[config.mk]
export PLATFORM = sky130hd
export DESIGN_NAME = midi_note_voice_allocator
export DESIGN_NICKNAME = d
export VERILOG_FILES = /design/src/design/mnva_pkg.sv /design/src/design/midi_note_voice_allocator.sv /design/src/design/mnva_cell.sv /design/src/design/mnva_head.sv
export SDC_FILE = /design/constraint.sdc
export NUM_CORES = 1
export LEC_CHECK = 0
export BUFFER_PORTS_ARGS = -buffer_cell sky130_fd_sc_hd__buf_2
export CORE_MARGIN = 2
export CORE_UTILIZATION = 47
export CTS_CLUSTER_DIAMETER = 200
export DETAILED_ROUTE_END_ITERATION = 8
export PLACE_DENSITY = 0.71
export SYNTH_ARGS = -nofsm -noshare
export SYNTH_HDL_FRONTEND = slang
export SYNTH_SLANG_ARGS = --single-unit
[constraint.sdc]
create_clock -name clk -period 3.25 [get_ports clk]
set_clock_uncertainty 0.05 [all_clocks]
set_input_delay 0.4875 -clock clk [delete_from_list [all_inputs] [get_ports clk]]
set_output_delay 0.4875 -clock clk [all_outputs]
set_load 0.05 [all_outputs]
[src/design/mnva_pkg.sv]
// Shared types, constants and helpers for the MIDI note voice allocator.
package mnva_pkg;

	localparam int unsigned CHAN_W   = 4;
	localparam int unsigned NOTE_W   = 7;
	localparam int unsigned VIN_W    = 6;
	localparam int unsigned VOUT_W   = 7;
	localparam int unsigned LEN_W    = 8;
	localparam int unsigned VIDX_W   = 4;
	localparam int unsigned VEL_SCALE = 3;
	localparam logic [VOUT_W-1:0] VEL_MAX = 7'd127;

	typedef enum logic {
		ACT_TRIGGER = 1'b0,
		ACT_TICK    = 1'b1
	} action_t;

	typedef enum logic [1:0] {
		ST_IDLE,
		ST_SCAN,
		ST_FINAL,
		ST_FLUSH
	} state_t;

	typedef struct packed {
		logic [CHAN_W-1:0] channel;
		logic [NOTE_W-1:0] note;
		logic [VIN_W-1:0]  velocity;
		logic [LEN_W-1:0]  remaining;
	} voice_t;

	typedef struct packed {
		logic              has_message;
		logic [CHAN_W-1:0] channel;
		logic [NOTE_W-1:0] note;
		logic [VOUT_W-1:0] velocity;
		logic [VIDX_W-1:0] index;
		logic              dropped;
	} result_t;

	typedef struct packed {
		logic take;
		logic emit_off;
	} head_ctl_t;

	// 3 * velocity, saturated to the MIDI range
	function automatic logic [VOUT_W-1:0] scale_vel(input logic [VIN_W-1:0] v);
		logic [VIN_W+1:0] prod;
		prod = {2'b00, v} + {1'b0, v, 1'b0};
		if (prod > {1'b0, VEL_MAX}) begin
			return VEL_MAX;
		end
		return prod[VOUT_W-1:0];
	endfunction

endpackage

[src/design/midi_note_voice_allocator.sv]
// Top level: voice ring, sequencer and result register of the voice allocator.
//
//   channel   direction  handshake            fields
//   item in   input      start, busy          action channel note velocity length
//   result    output     result_valid strobe  has_message out_channel out_note
//                                             out_velocity voice_index dropped last
//
// An item keeps busy high while the ring rotates once through the head update, the
// final step places the note-on or drop result and the flush step pushes the last one out.
// The next item can be taken at the earliest at the edge that accepts the previous
// item's last result. Each result waits in a holding register until the next one
// or the flush pushes it out; at most one per cycle.
// Reset frees every voice at once. The receiver cannot stall; busy holds off start.
module midi_note_voice_allocator
	import mnva_pkg::*;
#(
	parameter int unsigned NUM_VOICES = 16
) (
	input  logic              clk,
	input  logic              arst_n,
	input  logic              start,
	output logic              busy,
	input  logic              action,
	input  logic [CHAN_W-1:0] channel,
	input  logic [NOTE_W-1:0] note,
	input  logic [VIN_W-1:0]  velocity,
	input  logic [LEN_W-1:0]  length,
	output logic              result_valid,
	output logic              has_message,
	output logic [CHAN_W-1:0] out_channel,
	output logic [NOTE_W-1:0] out_note,
	output logic [VOUT_W-1:0] out_velocity,
	output logic [VIDX_W-1:0] voice_index,
	output logic              dropped,
	output logic              last
);

	localparam int unsigned IW = (NUM_VOICES > 1) ? $clog2(NUM_VOICES) : 1;

	state_t            state_q, state_d;
	logic [IW-1:0]     idx_q;
	logic [IW-1:0]     take_idx_q;
	logic              placed_q;
	logic              action_q;
	logic [CHAN_W-1:0] channel_q;
	logic [NOTE_W-1:0] note_q;
	logic [VIN_W-1:0]  velocity_q;
	logic [LEN_W-1:0]  length_q;
	result_t           pend_q;
	logic              pend_valid_q;
	result_t           out_q;
	logic              out_valid_q;
	logic              out_last_q;

	voice_t            ring [NUM_VOICES];
	voice_t            head_next;
	head_ctl_t         head_ctl;
	logic              shift;
	logic              accept;
	logic              scan_end;
	logic [7:0]        idx_ext;
	logic [7:0]        take_ext;

	assign accept   = start && (state_q == ST_IDLE);
	assign shift    = (state_q == ST_SCAN);
	assign scan_end = (idx_q == IW'(NUM_VOICES - 1));
	assign idx_ext  = 8'(idx_q);
	assign take_ext = 8'(take_idx_q);

	for (genvar k = 0; k < NUM_VOICES; k++) begin : g_cell
		voice_t d;
		if (k == NUM_VOICES - 1) begin : g_tail
			assign d = head_next;
		end else begin : g_link
			assign d = ring[k+1];
		end
		mnva_cell u_cell (
			.clk    (clk),
			.arst_n (arst_n),
			.shift  (shift),
			.d      (d),
			.q      (ring[k])
		);
	end

	mnva_head u_head (
		.v        (ring[0]),
		.action   (action_q),
		.channel  (channel_q),
		.note     (note_q),
		.velocity (velocity_q),
		.length   (length_q),
		.placed   (placed_q),
		.v_next   (head_next),
		.ctl      (head_ctl)
	);

	always_ff @(posedge clk or negedge arst_n) begin
		if (!arst_n) begin
			state_q <= ST_IDLE;
		end else begin
			state_q <= state_d;
		end
	end

	always_comb begin
		state_d = state_q;
		case (state_q)
			ST_IDLE:  if (start) state_d = ST_SCAN;
			ST_SCAN:  if (scan_end) state_d = ST_FINAL;
			ST_FINAL: state_d = ST_FLUSH;
			ST_FLUSH: state_d = ST_IDLE;
			default:  state_d = ST_IDLE;
		endcase
	end

	always_ff @(posedge clk) begin
		if (accept) begin
			action_q   <= action;
			channel_q  <= channel;
			note_q     <= note;
			velocity_q <= velocity;
			length_q   <= length;
		end
	end

	always_ff @(posedge clk or negedge arst_n) begin
		if (!arst_n) begin
			idx_q        <= '0;
			take_idx_q   <= '0;
			placed_q     <= 1'b0;
			pend_valid_q <= 1'b0;
			out_valid_q  <= 1'b0;
			out_last_q   <= 1'b0;
		end else begin
			out_valid_q <= 1'b0;
			out_last_q  <= 1'b0;
			case (state_q)
				ST_IDLE: begin
					if (start) begin
						idx_q        <= '0;
						placed_q     <= 1'b0;
						pend_valid_q <= 1'b0;
					end
				end
				ST_SCAN: begin
					idx_q <= idx_q + 1'b1;
					if (head_ctl.take) begin
						placed_q   <= 1'b1;
						take_idx_q <= idx_q;
					end
					// hand the held result out, keep the new one
					if (head_ctl.emit_off) begin
						out_valid_q  <= pend_valid_q;
						pend_valid_q <= 1'b1;
					end
				end
				ST_FINAL: begin
					if (action_q == ACT_TRIGGER) begin
						out_valid_q  <= pend_valid_q;
						pend_valid_q <= 1'b1;
					end
				end
				ST_FLUSH: begin
					out_valid_q  <= pend_valid_q;
					out_last_q   <= pend_valid_q;
					pend_valid_q <= 1'b0;
				end
				default: begin
					pend_valid_q <= 1'b0;
				end
			endcase
		end
	end

	always_ff @(posedge clk) begin
		case (state_q)
			ST_SCAN: begin
				if (head_ctl.emit_off) begin
					out_q              <= pend_q;
					pend_q.has_message <= 1'b1;
					pend_q.channel     <= ring[0].channel;
					pend_q.note        <= ring[0].note;
					pend_q.velocity    <= '0;
					pend_q.index       <= idx_ext[VIDX_W-1:0];
					pend_q.dropped     <= 1'b0;
				end
			end
			ST_FINAL: begin
				if (action_q == ACT_TRIGGER) begin
					out_q <= pend_q;
					if (placed_q) begin
						pend_q.has_message <= 1'b1;
						pend_q.channel     <= channel_q;
						pend_q.note        <= note_q;
						pend_q.velocity    <= scale_vel(velocity_q);
						pend_q.index       <= take_ext[VIDX_W-1:0];
						pend_q.dropped     <= 1'b0;
					end else begin
						pend_q.has_message <= 1'b0;
						pend_q.channel     <= '0;
						pend_q.note        <= '0;
						pend_q.velocity    <= '0;
						pend_q.index       <= '0;
						pend_q.dropped     <= 1'b1;
					end
				end
			end
			ST_FLUSH: begin
				out_q <= pend_q;
			end
			default: begin
				out_q <= out_q;
			end
		endcase
	end

	assign busy         = (state_q != ST_IDLE);
	assign result_valid = out_valid_q;
	assign has_message  = out_q.has_message;
	assign out_channel  = out_q.channel;
	assign out_note     = out_q.note;
	assign out_velocity = out_q.velocity;
	assign voice_index  = out_q.index;
	assign dropped      = out_q.dropped;
	assign last         = out_last_q;

	a_accept_busy: assert property (@(posedge clk) disable iff (!arst_n)
		(start && !busy) |=> busy)
		else $error("accepted item did not raise busy");

	a_last_idle: assert property (@(posedge clk) disable iff (!arst_n)
		(result_valid && last) |-> !busy)
		else $error("last result while still working");

	a_drop_clean: assert property (@(posedge clk) disable iff (!arst_n)
		(result_valid && dropped) |-> (!has_message && last))
		else $error("dropped result carries a message or is not last");

	a_final_after_scan: assert property (@(posedge clk) disable iff (!arst_n)
		(state_q == ST_FINAL) |-> ($past(state_q) == ST_SCAN && $past(scan_end)))
		else $error("final step without a full ring rotation");

endmodule

[src/design/mnva_cell.sv]
// One voice cell of the rotating voice ring.
module mnva_cell
	import mnva_pkg::*;
(
	input  logic   clk,
	input  logic   arst_n,
	input  logic   shift,
	input  voice_t d,
	output voice_t q
);

	voice_t voice_q;

	always_ff @(posedge clk or negedge arst_n) begin
		if (!arst_n) begin
			voice_q <= '0;
		end else if (shift) begin
			voice_q <= d;
		end
	end

	assign q = voice_q;

endmodule

[src/design/mnva_head.sv]
// Update logic for the voice at the head of the ring: count down, release, place.
module mnva_head
	import mnva_pkg::*;
(
	input  voice_t            v,
	input  logic              action,
	input  logic [CHAN_W-1:0] channel,
	input  logic [NOTE_W-1:0] note,
	input  logic [VIN_W-1:0]  velocity,
	input  logic [LEN_W-1:0]  length,
	input  logic              placed,
	output voice_t            v_next,
	output head_ctl_t         ctl
);

	logic held;
	logic hit;

	assign held = (v.remaining != '0);
	assign hit  = held && (v.channel == channel) && (v.note == note);

	always_comb begin
		v_next = v;
		ctl    = '0;
		if (action == ACT_TICK) begin
			if (held) begin
				v_next.remaining = v.remaining - 1'b1;
				ctl.emit_off     = (v.remaining == LEN_W'(1));
			end
		end else begin
			// release a matching voice, then claim the first free one
			if (hit) begin
				v_next.remaining = '0;
				ctl.emit_off     = 1'b1;
			end
			if ((hit || !held) && !placed) begin
				v_next.channel   = channel;
				v_next.note      = note;
				v_next.velocity  = velocity;
				v_next.remaining = length;
				ctl.take         = 1'b1;
			end
		end
	end

endmodule

Yosys cells after proc, flatten, opt, wreduce, memory -nomap -nowiden
Index checks and enable logic that the tools add are counted.
{ "classes": {"addsub": 3, "magnitude_cmp": 1, "n_eq_ne": 12, "mux": 38, "reduce_logical": 20} }
{ "ops": {"columns": ["cell", "n"], "rows": [
  ["2-to-1 mux 24 bit", 5],
  ["one-hot mux 24 bit (3 select lines)", 1],
  ["one-hot mux 24 bit (2 select lines)", 1],
  ["2-to-1 mux 25 bit", 1],
  ["2-to-1 mux 8 bit", 3],
  ["2-to-1 mux 17 bit", 1],
  ["2-to-1 mux 1 bit", 16],
  ["2-to-1 mux 7 bit", 2],
  ["AND reduction 3 bit", 4],
  ["inequality test 2 bit (second input constant)", 5],
  ["adder 6 x 7 -> 8 bit", 1],
  ["== test 8 x 1 -> 1 bit (second input constant)", 1],
  ["greater-than comparator 8 x 7 -> 1 bit (second input constant)", 1],
  ["one-hot mux 2 bit (4 select lines)", 1],
  ["one-hot mux 4 bit (2 select lines)", 1],
  ["nonzero test 8 bit", 1],
  ["subtractor 8 x 1 -> 8 bit (second input constant)", 1],
  ["== test 7 bit", 1],
  ["AND reduction 2 bit", 3],
  ["nonzero test 2 bit", 3],
  ["adder 4 x 1 -> 4 bit (second input constant)", 1],
  ["== test 2 bit (second input constant)", 2],
  ["== test 4 bit", 1],
  ["== test 4 bit (second input constant)", 1],
  ["11 further kinds", 16]
]} }
{ "word_totals": {"register_bits": 488, "inputBits": 29, "out_inout_bits": 27, "elab_cells": 162} }

Longest topological paths before layout
Gate-level depths: netlist (run 1).
{ "logic_depth": {"ltp_word": 10, "mapped_depth": 8, "mapped_depth_nobuf": 7} }

Modules after synthesis
A second synthesis (run 1) with hierarchy kept.
{ "hier_totals": {"hier_cells": 1190, "area_unflattened_um2": 20881.3} }
{ "by_module_without_submodules": {"columns": ["module", "n_inst", "cells_per_inst", "area_each_um2", "seq_area_each_um2"], "rows": [
  ["mnva_cell", 16, 53, 1033.5, 625.6],
  ["midi_note_voice_allocator", 1, 237, 3492.1, 2572.5],
  ["mnva_head", 1, 105, 853.3, 0.0]
]} }

Worst setup path after synthesis (run 1)
Ideal clock, no wire load.
{ "synth_path": {"path_kind": "register -> register", "startpoint": "register g_cell[0].u_cell.voice_q, in the netlist g_cell[0].u_cell.q[2]", "endpoint": "register, netlist name dropped", "setup_time_ns": 0.405, "arrival_time_ns": 2.480, "t_required_ns": 2.795, "setup_slack_ns": 0.315, "path_stages_with_launch": 6, "path_buffers": 0, "period_less_slack_ns": 2.935, "cell_sequence": "dfrtp_1 > nor4_4 > nand2_1 > o31ai_1 > a22oi_1 > nor2_1"} }
{ "synth_between": {"elab_chain_cells": 7, "elab_cells_between_ends": 9, "cone_classes": "eq/ne (2); mux (3); reduce/logical (4)"} }
{ "synth_lines": {"columns": ["element", "line_no", "text"], "rows": [
  ["from (decl)", "mnva_cell.sv:12", "voice_t voice_q;"],
  ["from (signal assigned)", "mnva_cell.sv:16", "voice_q <= '0;"],
  ["from (signal assigned)", "mnva_cell.sv:18", "voice_q <= d;"],
  ["nonzero test 8 bit", "mnva_head.sv:19", "assign held = (v.remaining != '0);"],
  ["logical AND 1 bit (2 in a row)", "mnva_head.sv:20", "assign hit = held && (v.channel == channel) && (v.note == note);"],
  ["2-to-1 mux 1 bit", "mnva_head.sv:32", "if (hit) begin"],
  ["2-to-1 mux 1 bit *", "mnva_head.sv:25", "if (action == ACT_TICK) begin"],
  ["inequality test 2 bit (no source line) *", null, null],
  ["AND reduction 3 bit (no source line) *", null, null]
]} }
Every way passes the cells marked *; elsewhere a longest branch is shown, timed or not.
A chain may end at the register's enable or synchronous reset.

Final worst setup path (run 1)
{ "layout_path": {"startpoint": "register g_cell[0].u_cell.voice_q, in the netlist g_cell[0].u_cell.q[2]", "endpoint": "register pend_q[23] (netlist bit) (enable)"} }
{ "layout_between": {"elab_chain_cells": 7, "elab_cells_between_ends": 9, "cone_classes": "eq/ne (2); mux (3); reduce/logical (4)"} }
{ "layout_lines": {"columns": ["element", "line_no", "text"], "rows": [
  ["nonzero test 8 bit", "mnva_head.sv:19", null],
  ["logical AND 1 bit (2 in a row)", "mnva_head.sv:20", null],
  ["2-to-1 mux 1 bit", "mnva_head.sv:32", null],
  ["2-to-1 mux 1 bit *", "mnva_head.sv:25", null],
  ["inequality test 2 bit (no source line) *", null, null],
  ["AND reduction 3 bit (no source line) *", null, null],
  ["to (decl)", "midi_note_voice_allocator.sv:49", "result_t pend_q;"]
]} }
Marked as above.

==> flow_summary.yaml, run 1 <==
status:
  outcome: "complete, no violations"
timing:
  finalCriticalPeriod_ns: 2.61
  hold-worst-slack_ns: 0.0701
  worst_slew_margin_rel_pct: 40.1
  timing_max_transition_violations_final: 0
  setup_repair_after_global_routing_missed_its_margin: "false"
  final.setup.tns_ns: 0
  max_clock_freq_mhz: 383
  final_hold_viol_count: 0
  finalSetupViolCount: 0
  slew_at_the_pin_closest_to_its_max_slew_limit_ns: 0.899
  min_period_over_period_pct: 80.3
detailed_routing:
  drt-vias-per-instance: 5.19
  detail_route.first_pass.iterations: 4
  drt_iter0_drc: 440
  routed-via-count: 7803
  route.antenna.remaining_nets: 0
  detail_route.wl_per_cell_um: 15.5
  post-route-drc-count: 0
  drt_wl_total_mm: 23.3
clock_tree:
  cts_tree: "done"
  cts_made_buffers: 41
  worstSkewPairLatency_ns: 0.55
  post_cts_resize_count: 0
  largest_buffer_count_on_any_clock_path: 3
  clock_tree.root_cell: "sky130_fd_sc_hd__clkbuf_16"
  clock_tree.htree_level_count: 2
  clk_pin_slew_worst_paths_ns: 0.06
  clkSinkCount: 392
placement:
  place.port_buffers: 55
  dpl_cells: 1428
  place_congestion: 0.818
  hpwl_reported_at_the_end_of_detailed_placement_mm: 14.2
global_route:
  grt_overflow_total: 0
  first_global_vias: 7901
  maximum_number_of_pins_on_one_net_before_global_route_repair: 178
  globalRouteTotalUtil_pct: 14.3
  grt_antenna_before_repair: 0
  global_route_wire_length_before_repair_mm: 39.4
logic_synthesis:
  post_synth.cell_area_avg_um2: 15.2
  post_synth_net_total: 1049
  synth_enable_flop_cells: 74
  ys_ff_latch: 392
  synthesis.instances: 1003
  combined_area_of_all_synthesized_cells_um2: 15200
  netlist-cell-type-count: 49
  synthFlopType: "sky130_fd_sc_hd__dfrtp_1"
  yosysWarnings: 0
  seq_area_frac_synth_pct: 66.9
  async_flop_share_pct: 81.1
floorplanning:
  die_h_um: 184
  pin_count: 56
  placement_rows: 65
  die-area_um2: 33800
  core_area_um2: 31700
  floorplan.die.width_um: 184
  initial_core_util_pct: 48.0
critical_path:
  endpoint_kind: "flop"
  number_of_cells_on_the_worst_reg_to_reg_path: 6
  critical_path.endpoint: "pend_q[23]"
  r2r-start: "g_cell[0].u_cell.q[2]"
  startpoint_class: "flop"
  arrival_ns: 2.77
  type_of_the_worst_setup_path: "reg2reg"
  r2r_slack_ns: 0.64
  timing.critical_path.fanout_max: 24
  worst_r2r_endpoint: "pend_q[23]"
  critical_path.startpoint: "g_cell[0].u_cell.q[2]"
  worst-endpoint-required_ns: 3.42
power:
  netSwitchingFraction_pct: 31.6
  finalPower_mw: 19.4
  p_switching_mw: 6.12
  vdd.ir_drop.worst_v: 0.000785
  internal-power_mw: 13.2
  cellLeakagePower_nw: 7.64
  cell_pwr_density_nw_per_um2: 1110
  power.combinational.fraction_pct: 31.8
  clkPwrFrac_pct: 24.4
  pwr-share-seq_pct: 43.8
finish:
  finalNetCount: 1116
  drive_gt1_share_pct: 38.2
  areaGrowthSynthToFinish_pct: 14.7
  antenna-diode-count: 0
  final_cell_count_no_fill: 1503
  count_of_filler_cells_inserted_in_the_layout: 2499
job:
  cap_viol_max_count: 0
worst_hold_path:
  min_path_type: "in2reg"
-- power by group through the flow --
stage | Clock (mW) | Sequential, mW | Combinational [mW]
after floorplan | 0 | 8.79 | 4.57
after global placement | 0 | 8.49 | 6.04
after detailed placement | 0 | 8.57 | 6.19
after CTS | 4.85 | 8.51 | 6.24
after global routing | 5.07 | 8.77 | 6.76
final | 4.73 | 8.48 | 6.15
-- logic make-up after synthesis --
kind of cell             after synthesis  synth area share, %
AND/OR/NAND/NOR                      103                 3.16
flip-flops                           392                 66.9
adder cells (fa/ha/maj)               17                 1.45
AO/OA/AOI/OAI                        105                 4.23
XOR/XNOR                              19                 1.09
multiplexers                         288                 21.2
buffers and inverters                 79                 2.00
-- per-stage QoR --
| stage | cell area (um^2) | util, % | setup slack, ns |
|---|---|---|---|
| 6_report | 17500 | 55.1 | 0.641 |
| 5_1_grt | 17500 | 55.1 | 0.400 |
| 4_1_cts | 17500 | 55.1 | 0.650 |
| 3_5_place_dp | 16100 | 50.6 | 0.659 |
| 3_3_place_gp | 16100 | 50.6 | 0.730 |
| 2_1_floorplan | 15200 | - | 0.315 |
-- synthesized netlist by cell type, types with 2 or more instances --
library cell | number | area (um^2)
sky130_fd_sc_hd__clkbuf_1 | 48 | 180
sky130_fd_sc_hd__nand3_1 | 8 | 40.0
sky130_fd_sc_hd__nor4_1 | 3 | 18.8
sky130_fd_sc_hd__a21oi_1 | 25 | 125
sky130_fd_sc_hd__mux2i_1 | 12 | 120
sky130_fd_sc_hd__xor2_1 | 15 | 131
sky130_fd_sc_hd__xnor2_1 | 4 | 35.0
sky130_fd_sc_hd__nor3_1 | 6 | 30.0
sky130_fd_sc_hd__a21o_1 | 4 | 30.0
sky130_fd_sc_hd__nand4_1 | 2 | 12.5
sky130_fd_sc_hd__a32oi_1 | 2 | 17.5
sky130_fd_sc_hd__dfrtp_1 | 318 | 7960
sky130_fd_sc_hd__ha_1 | 16 | 200
sky130_fd_sc_hd__nor2_1 | 29 | 109
sky130_fd_sc_hd__o2111ai_1 | 4 | 35.0
sky130_fd_sc_hd__inv_1 | 30 | 113
sky130_fd_sc_hd__a41oi_1 | 3 | 26.3
sky130_fd_sc_hd__nor2b_1 | 2 | 12.5
sky130_fd_sc_hd__a31oi_1 | 7 | 43.8
sky130_fd_sc_hd__edfxtp_1 | 74 | 2220
sky130_fd_sc_hd__o21ai_0 | 42 | 210
sky130_fd_sc_hd__nand2_1 | 43 | 161
sky130_fd_sc_hd__o31ai_1 | 2 | 15.0
sky130_fd_sc_hd__mux2_2 | 276 | 3110
sky130_fd_sc_hd__a21boi_0 | 2 | 15.0
sky130_fd_sc_hd__and2_1 | 3 | 18.8
-- final cells by class --
cell class	instances	area (um^2)	area share [%]
clock inverter	19	215	1.23
timing repair buffer	73	510	2.92
inverter	30	113	0.645
sequential	392	10200	58.3
multi-input combinational	532	4760	27.2
clock buffer	55	1190	6.82
tap	402	503	2.88
-- layout by cell type (no fill, tap or decap), drive strengths merged, types with 3 or more instances in the layout --
master	instances
xnor2	4
a21o	4
a31oi	7
edfxtp	74
bufinv	3
nor3	6
inv	31
clkinvlp	3
a21oi	25
clkbuf	55
a41oi	3
ha	16
nand3	9
mux2i	12
dfrtp	318
nor4	4
and2	4
o2111ai	4
buf	72
mux2	276
o21ai	42
nand2	43
clkinv	12
nor2	29
xor2	15
-- sequential cells by signal, indices dropped and copies added (netlist names), 6 cells and up --
register / cells
length_q: 8
out_note: 7
pend_q: 24
note_q: 7
out_velocity: 7
velocity_q: 6
g_cell.u_cell.q: 304
-- worst max-delay path: stages (launching register included) --
cell	delay, ns
sky130_fd_sc_hd__dfrtp_1	0.46
sky130_fd_sc_hd__nor4_4	0.47
sky130_fd_sc_hd__nand2_1	0.18
sky130_fd_sc_hd__o31ai_1	0.40
sky130_fd_sc_hd__nor2b_1	0.28
sky130_fd_sc_hd__o21a_1	0.17
sky130_fd_sc_hd__buf_4	0.29
-- per-layer routing --
layer	wire length (um)	vias to the layer above	GRT usage, %
li1	-	3710	-
met1	11400	3925	20.8
met2	10400	132	21.6
met3	1100	36	2.79
met4	458	0	4.48
met5	0	-	0
-- what timing repair did --
action                                 CTS  global route
setup buffers                            0             0
hold buffers                             1             0
endpoints found under the hold margin    2             0
-- how the worst min path moves through the flow --
| stage | from | endpoint | slack, ns | cells after the start |
|---|---|---|---|---|
| finish | velocity[4] | velocity_q[4] | 0.07 | 1 |
| detailed placement | pend_q[0] | dropped | 0.35 | 0 |
| global route | velocity[4] | velocity_q[4] | 0.05 | 1 |
| global placement | pend_q[7] | out_velocity[2] | 0.35 | 0 |
| floorplan | arst_n | g_cell[0].u_cell.q[0] | 0.14 | 0 |
| CTS | velocity[4] | velocity_q[4] | 0.05 | 1 |
Note: power is estimated with default switching activity, not from simulation.
==> inputs of run 2 (changes only) <==
Settings changed: ABC_AREA set to 1.
Clock period 3.25 ns to 2.4 ns, I/O delays scaled along.
==> flow_summary.yaml, run 2 <==
status:
  outcome: "complete, no violations"
critical_path:
  endpoint_kind: "flop"
  worst-endpoint-required_ns: 2.58
  arrival_ns: 2.42
  r2r-start: "g_cell[0].u_cell.q[0]"
  critical_path.slowest_cell: "sky130_fd_sc_hd__dfrtp_2"
  crit_family: "simple AND/OR/NAND/NOR gates"
  startpoint_class: "flop"
  critical_path.startpoint: "g_cell[0].u_cell.q[0]"
  worst_r2r_endpoint: "pend_q[12]"
  timing.critical_path.fanout_max: 24
  number_of_cells_on_the_worst_reg_to_reg_path: 12
  critical_path_depth: 12
  maximum_cell_stage_delay_along_the_critical_path_ns: 0.40
  cp_cell_sequence: "inv_1 > ha_1 > nand2_4 > nor2_4 > nand2_4 > nand2_2 > nor2_4 > nand3_1 > nand3_1 > nand2_2 > a21oi_4 > buf_12"
  type_of_the_worst_setup_path: "reg2reg"
  critical_path.endpoint: "pend_q[12]"
  cp_num_buf_inv: 2
  r2r_slack_ns: 0.16
global_route:
  first_global_vias: 9819
  grt_antenna_before_repair: 0
  met3_global_route_usage_pct: 2.46
  grt_overflow_total: 0
  grt_util_met1_pct: 23.7
  global_route.usage.met2_pct: 26.2
  globalRoute.busiestLayer: "met2"
  global_route_wire_length_before_repair_mm: 46.9
  globalRouteTotalUtil_pct: 16.6
  maximum_number_of_pins_on_one_net_before_global_route_repair: 154
floorplanning:
  die_h_um: 185
  floorplan.die.width_um: 185
  core_area_um2: 32400
  die-area_um2: 34200
  initial_core_util_pct: 47.5
  placement_rows: 66
  pin_count: 56
finish:
  final_cell_count_no_fill: 2066
  areaGrowthSynthToFinish_pct: 15.9
  largest_reg_flops: 304
  most_common_cell_after_layout_fill_and_taps_aside: "sky130_fd_sc_hd__nand2_1"
  count_of_filler_cells_inserted_in_the_layout: 2756
  drive_gt1_share_pct: 11.1
  antenna-diode-count: 0
  most-common-layout-cells: "sky130_fd_sc_hd__nand2_1, sky130_fd_sc_hd__dfrtp_1, sky130_fd_sc_hd__o21ai_0, sky130_fd_sc_hd__inv_1, sky130_fd_sc_hd__edfxtp_1"
  utilization_pct: 55.1
  finalNetCount: 1638
power:
  cellLeakagePower_nw: 8.14
  cell_pwr_density_nw_per_um2: 1350
  vdd.ir_drop.worst_v: 0.000798
logic_synthesis:
  netlist-cell-type-count: 34
  post_synth.cell_area_avg_um2: 10.1
  post_synth_net_total: 1571
  synthFlopType: "sky130_fd_sc_hd__dfrtp_1"
  post-synth-top-count-cell: "sky130_fd_sc_hd__nand2_1"
  async_flop_share_pct: 81.1
  yosys.area.top_type_share_pct: 51.7
  yosys-top-cells-count: "sky130_fd_sc_hd__nand2_1, sky130_fd_sc_hd__dfrtp_1, sky130_fd_sc_hd__o21ai_0"
  synth_area_leaders: "sky130_fd_sc_hd__dfrtp_1, sky130_fd_sc_hd__edfxtp_1, sky130_fd_sc_hd__nand2_1, sky130_fd_sc_hd__o21ai_0, sky130_fd_sc_hd__inv_1"
  combined_area_of_all_synthesized_cells_um2: 15400
  ys_ff_latch: 392
  yosysWarnings: 0
  seq_area_frac_synth_pct: 66.2
  synthesis.instances: 1525
  synth_enable_flop_cells: 74
  post-synth-top-area-cell: "sky130_fd_sc_hd__dfrtp_1"
detailed_routing:
  route.antenna.remaining_nets: 0
  drt_wl_total_mm: 27.1
  drt-vias-per-instance: 4.87
  detail_route.first_pass.iterations: 5
  drt_iter0_drc: 899
  post-route-drc-count: 0
  detail_route.wl_per_cell_um: 13.1
  routed-via-count: 10100
timing:
  setup_repair_after_global_routing_missed_its_margin: "false"
  min_period_over_period_pct: 93.4
  postLayoutSetupSlackWorst_ns: 0.159
  slew_at_the_pin_closest_to_its_max_slew_limit_ns: 0.605
  timing_max_transition_violations_final: 0
  finalCriticalPeriod_ns: 2.24
  worst_slew_margin_rel_pct: 59.7
  max_clock_freq_mhz: 446
  finalSetupViolCount: 0
  final_hold_viol_count: 0
  hold-worst-slack_ns: 0.215
  final.setup.tns_ns: 0
clock_tree:
  clkSinkCount: 392
  clk_pin_slew_worst_paths_ns: 0.06
  cts_tree: "done"
  clock_tree.root_cell: "sky130_fd_sc_hd__clkbuf_16"
  worstSkewPairLatency_ns: 0.54
  cts_made_buffers: 40
  clock_tree.htree_level_count: 2
  largest_buffer_count_on_any_clock_path: 3
worst_hold_path:
  hold_depth: 4
  min_path_type: "in2reg"
placement:
  place_congestion: 0.848
  place.port_buffers: 55
  hpwl_reported_at_the_end_of_detailed_placement_mm: 16.3
  dpl_cells: 1965
  post-place-ws_ns: 0.0913
job:
  cap_viol_max_count: 0
==> run 2: logic make-up (layout without fill, tap and decap cells) <==
group                    after synthesis  in the layout  share of synthesized area, %
AO/OA/AOI/OAI                        319            319                          10.5
XOR/XNOR                               9              9                         0.513
AND/OR/NAND/NOR                      532            532                          14.9
adder cells (fa/ha/maj)               17             17                          1.43
flip-flops                           392            392                          66.2
buffers and inverters                256            355                          6.48
==> run 2: final cells by class <==
cell class / instances / area [um^2] / share of cell area [%]
flip-flops and latches: 392 / 10200 / 57.1
multi-input cells: 877 / 4230 / 23.8
clock buffers: 54 / 1100 / 6.19
repair buffers: 101 / 861 / 4.83
inverters: 180 / 686 / 3.85
well taps: 442 / 553 / 3.10
clock inverters: 20 / 204 / 1.14
==> run 2: timing repair <==
item,in CTS,in global routing
hold buffers,27,0
hold endpoints to repair,85,0
resized for setup,0,2
endpoints found under the setup margin,0,47
buffers inserted,0,0
==> run 2: worst min-delay path by stage <==
| stage | from | to | slack [ns] |
|---|---|---|---|
| 2_1_floorplan | arst_n | g_cell[0].u_cell.q[0] | 0.01 |
| 3_3_place_gp | arst_n | g_cell[5].u_cell.q[3] | 0.32 |
| 3_5_place_dp | arst_n | g_cell[9].u_cell.q[3] | 0.31 |
| 4_1_cts | start | idx_q[1] | 0.19 |
| 5_1_grt | start | idx_q[1] | 0.21 |
| 6_report | start | idx_q[3] | 0.22 |
==> run 2: through the flow <==
stage / power, mW / area, um^2
after detailed placement: 18.0 / 16200
after floorplan: 16.0 / 15400
final: 24.0 / 17800
after global placement: 17.8 / 16200
after CTS: 24.3 / 17800
after global routing: 25.8 / 17800
==> run 2: worst register-to-register path, cell delays in order, from the launching register on <==
cell and delay, ns:
sky130_fd_sc_hd__dfrtp_2 0.40, sky130_fd_sc_hd__inv_1 0.10, sky130_fd_sc_hd__ha_1 0.26, sky130_fd_sc_hd__nand2_4 0.11, sky130_fd_sc_hd__nor2_4 0.06, sky130_fd_sc_hd__nand2_4 0.10, sky130_fd_sc_hd__nand2_2 0.08, sky130_fd_sc_hd__nor2_4 0.13
sky130_fd_sc_hd__nand3_1 0.10, sky130_fd_sc_hd__nand3_1 0.12, sky130_fd_sc_hd__nand2_2 0.11, sky130_fd_sc_hd__a21oi_4 0.15, sky130_fd_sc_hd__buf_12 0.18
==> run 2: layer usage <==
layer	up-vias	part of all wire, %	wire (um)
met5	-	0	0
met4	0	2.7	733
met3	57	3.8	1030
met2	182	46	12500
met1	4802	47	12900
li1	5011	-	-
==> run 2: where the power goes <==
group / internal [mW] / switching (mW) / total (mW)
logic: 2.13 / 5.36 / 7.49
clock network: 3.58 / 2.52 / 6.10
registers: 9.43 / 0.985 / 10.4
total: 15.1 / 8.86 / 24.0
==> inputs of run 3 (changes only) <==
Settings changed: ABC_AREA 1 to 0, MAX_ROUTING_LAYER set to met4.
==> flow_summary.yaml, run 3 (same netlist as run 1, synthesis figures left out) <==
clock_tree:
  worstSkewPairLatency_ns: 0.53
  clk_pin_slew_worst_paths_ns: 0.06
  clock_tree.htree_level_count: 2
  cts_tree: "done"
  largest_buffer_count_on_any_clock_path: 3
  clock_tree.root_cell: "sky130_fd_sc_hd__clkbuf_16"
  clkSinkCount: 392
  cts_made_buffers: 40
detailed_routing:
  drt_iter0_drc: 518
  route.antenna.remaining_nets: 0
  routed-via-count: 8002
  detail_route.first_pass.iterations: 5
  post-route-drc-count: 0
  detail_route.wl_per_cell_um: 15.6
  drt-vias-per-instance: 5.18
  drt_wl_total_mm: 24.1
finish:
  largest_reg_flops: 304
  drive_gt1_share_pct: 38.5
  most_common_cell_after_layout_fill_and_taps_aside: "sky130_fd_sc_hd__dfrtp_1"
  finalNetCount: 1160
  most-common-layout-cells: "sky130_fd_sc_hd__dfrtp_1, sky130_fd_sc_hd__mux2_2, sky130_fd_sc_hd__edfxtp_1, sky130_fd_sc_hd__buf_2, sky130_fd_sc_hd__nand2_1"
  areaGrowthSynthToFinish_pct: 18.2
  final_cell_area_um2: 18000
  count_of_filler_cells_inserted_in_the_layout: 2437
  antenna-diode-count: 0
global_route:
  first_global_vias: 8174
  maximum_number_of_pins_on_one_net_before_global_route_repair: 112
  global_route_wire_length_before_repair_mm: 40.5
  grt_antenna_before_repair: 0
  globalRouteTotalUtil_pct: 15.1
  grt_overflow_total: 0
critical_path:
  endpoint_kind: "flop"
  timing.critical_path.fanout_max: 4
  startpoint_class: "flop"
  arrival_ns: 2.69
  r2r_slack_ns: 0.06
  type_of_the_worst_setup_path: "reg2reg"
  worst-endpoint-required_ns: 2.75
timing:
  setup_repair_after_global_routing_missed_its_margin: "true"
  final_hold_viol_count: 0
  postLayoutSetupSlackWorst_ns: 0.0615
  slew_at_the_pin_closest_to_its_max_slew_limit_ns: 0.600
  worst_slew_margin_rel_pct: 60.0
  finalCriticalPeriod_ns: 2.34
  finalSetupViolCount: 0
  max_clock_freq_mhz: 428
  min_period_over_period_pct: 97.4
  timing_max_transition_violations_final: 0
placement:
  place_congestion: 0.804
  hpwl_reported_at_the_end_of_detailed_placement_mm: 14.7
  place.port_buffers: 55
  post-place-ws_ns: -0.104
  postPlaceCellArea_um2: 16300
worst_hold_path:
  min_path_type: "in2reg"
floorplanning:
  die_h_um: 184
  placement_rows: 65
  die-area_um2: 33800
  floorplan.die.width_um: 184
  initial_core_util_pct: 48.0
  core_area_um2: 31700
  pin_count: 56
power:
  cell_pwr_density_nw_per_um2: 1500
  vdd.ir_drop.worst_v: 0.000713
  cellLeakagePower_nw: 7.87
job:
  cap_viol_max_count: 0
status:
  outcome: "complete, no violations"
==> run 3: timing repair <==
item                                    in CTS  in global routing
endpoints found under the hold margin      211                  0
hold buffers                                25                  0
cloned                                       0                  1
pin swaps                                    0                  3
endpoints found under the setup margin      59                 54
gates resized for setup                      3                  7
buffers inserted                             0                  3
==> run 3: through the flow <==
step | power [mW] | utilization [%] | hold WS [ns] | instances | TNS [ns]
after detailed placement | 20.5 | 51.3 | 0.158 | 1445 | -0.349
after CTS | 27.3 | 56.6 | 0.00789 | 1542 | -0.0159
final | 27.1 | 56.7 | 0.0263 | 1546 | 0
after global placement | 20.2 | 51.3 | 0.157 | 1445 | -0.0857
after global routing | 28.7 | 56.7 | 0.00403 | 1546 | -0.0333
after floorplan | 18.1 | - | 0.0144 | 1003 | 0
==> run 3: final timing paths <==
check | startpoint | endpoint | depth (start not counted)
setup / recovery | note_q[2] | take_idx_q[3] | 7
hold / removal | length[5] | length_q[5] | 1
setup reg to reg | note_q[2] | take_idx_q[3] | 7
hold reg to reg | pend_q[3] | voice_index[2] | 0
max in group asynchronous | arst_n | g_cell[10].u_cell.q[6] | 3
min in group asynchronous | arst_n | g_cell[6].u_cell.q[19] | 2
==> run 3: area by class of cell <==
| cell class | count | area (um^2) | area share, % |
|---|---|---|---|
| inverter | 30 | 113 | 0.626 |
| tap | 402 | 503 | 2.79 |
| multi-input combinational | 532 | 4790 | 26.6 |
| clock inverter | 18 | 317 | 1.76 |
| timing repair buffer | 118 | 1000 | 5.55 |
| sequential | 392 | 10200 | 56.6 |
| clock buffer | 54 | 1090 | 6.08 |
==> run 3: critical path, stage by stage, from the launching register on <==
cell and delay, ns:
sky130_fd_sc_hd__edfxtp_1 0.43, sky130_fd_sc_hd__xor2_1 0.20, sky130_fd_sc_hd__nor4_2 0.31, sky130_fd_sc_hd__buf_4 0.17
sky130_fd_sc_hd__nand3_4 0.10, sky130_fd_sc_hd__a211oi_4 0.38, sky130_fd_sc_hd__and2_4 0.24, sky130_fd_sc_hd__mux2_2 0.34
==> run 3: report_power, final <==
part           leakage, nW  switching [mW]  total, mW  internal [mW]
Combinational         2.46            4.51       9.06           4.55
Clock                0.682            2.49       6.57           4.08
Sequential            4.73            1.41       11.4           10.0
Total                 7.87            8.41       27.1           18.7
==> run 3: per-layer routing <==
layer | track usage (%) | part of all wire (%) | vias up
li1 | - | - | 3808
met1 | 21.4 | 49 | 4011
met2 | 22.6 | 45 | 143
met3 | 2.54 | 4.5 | 40
met4 | 4.48 | 2.0 | 0
met5 | - | 0 | -
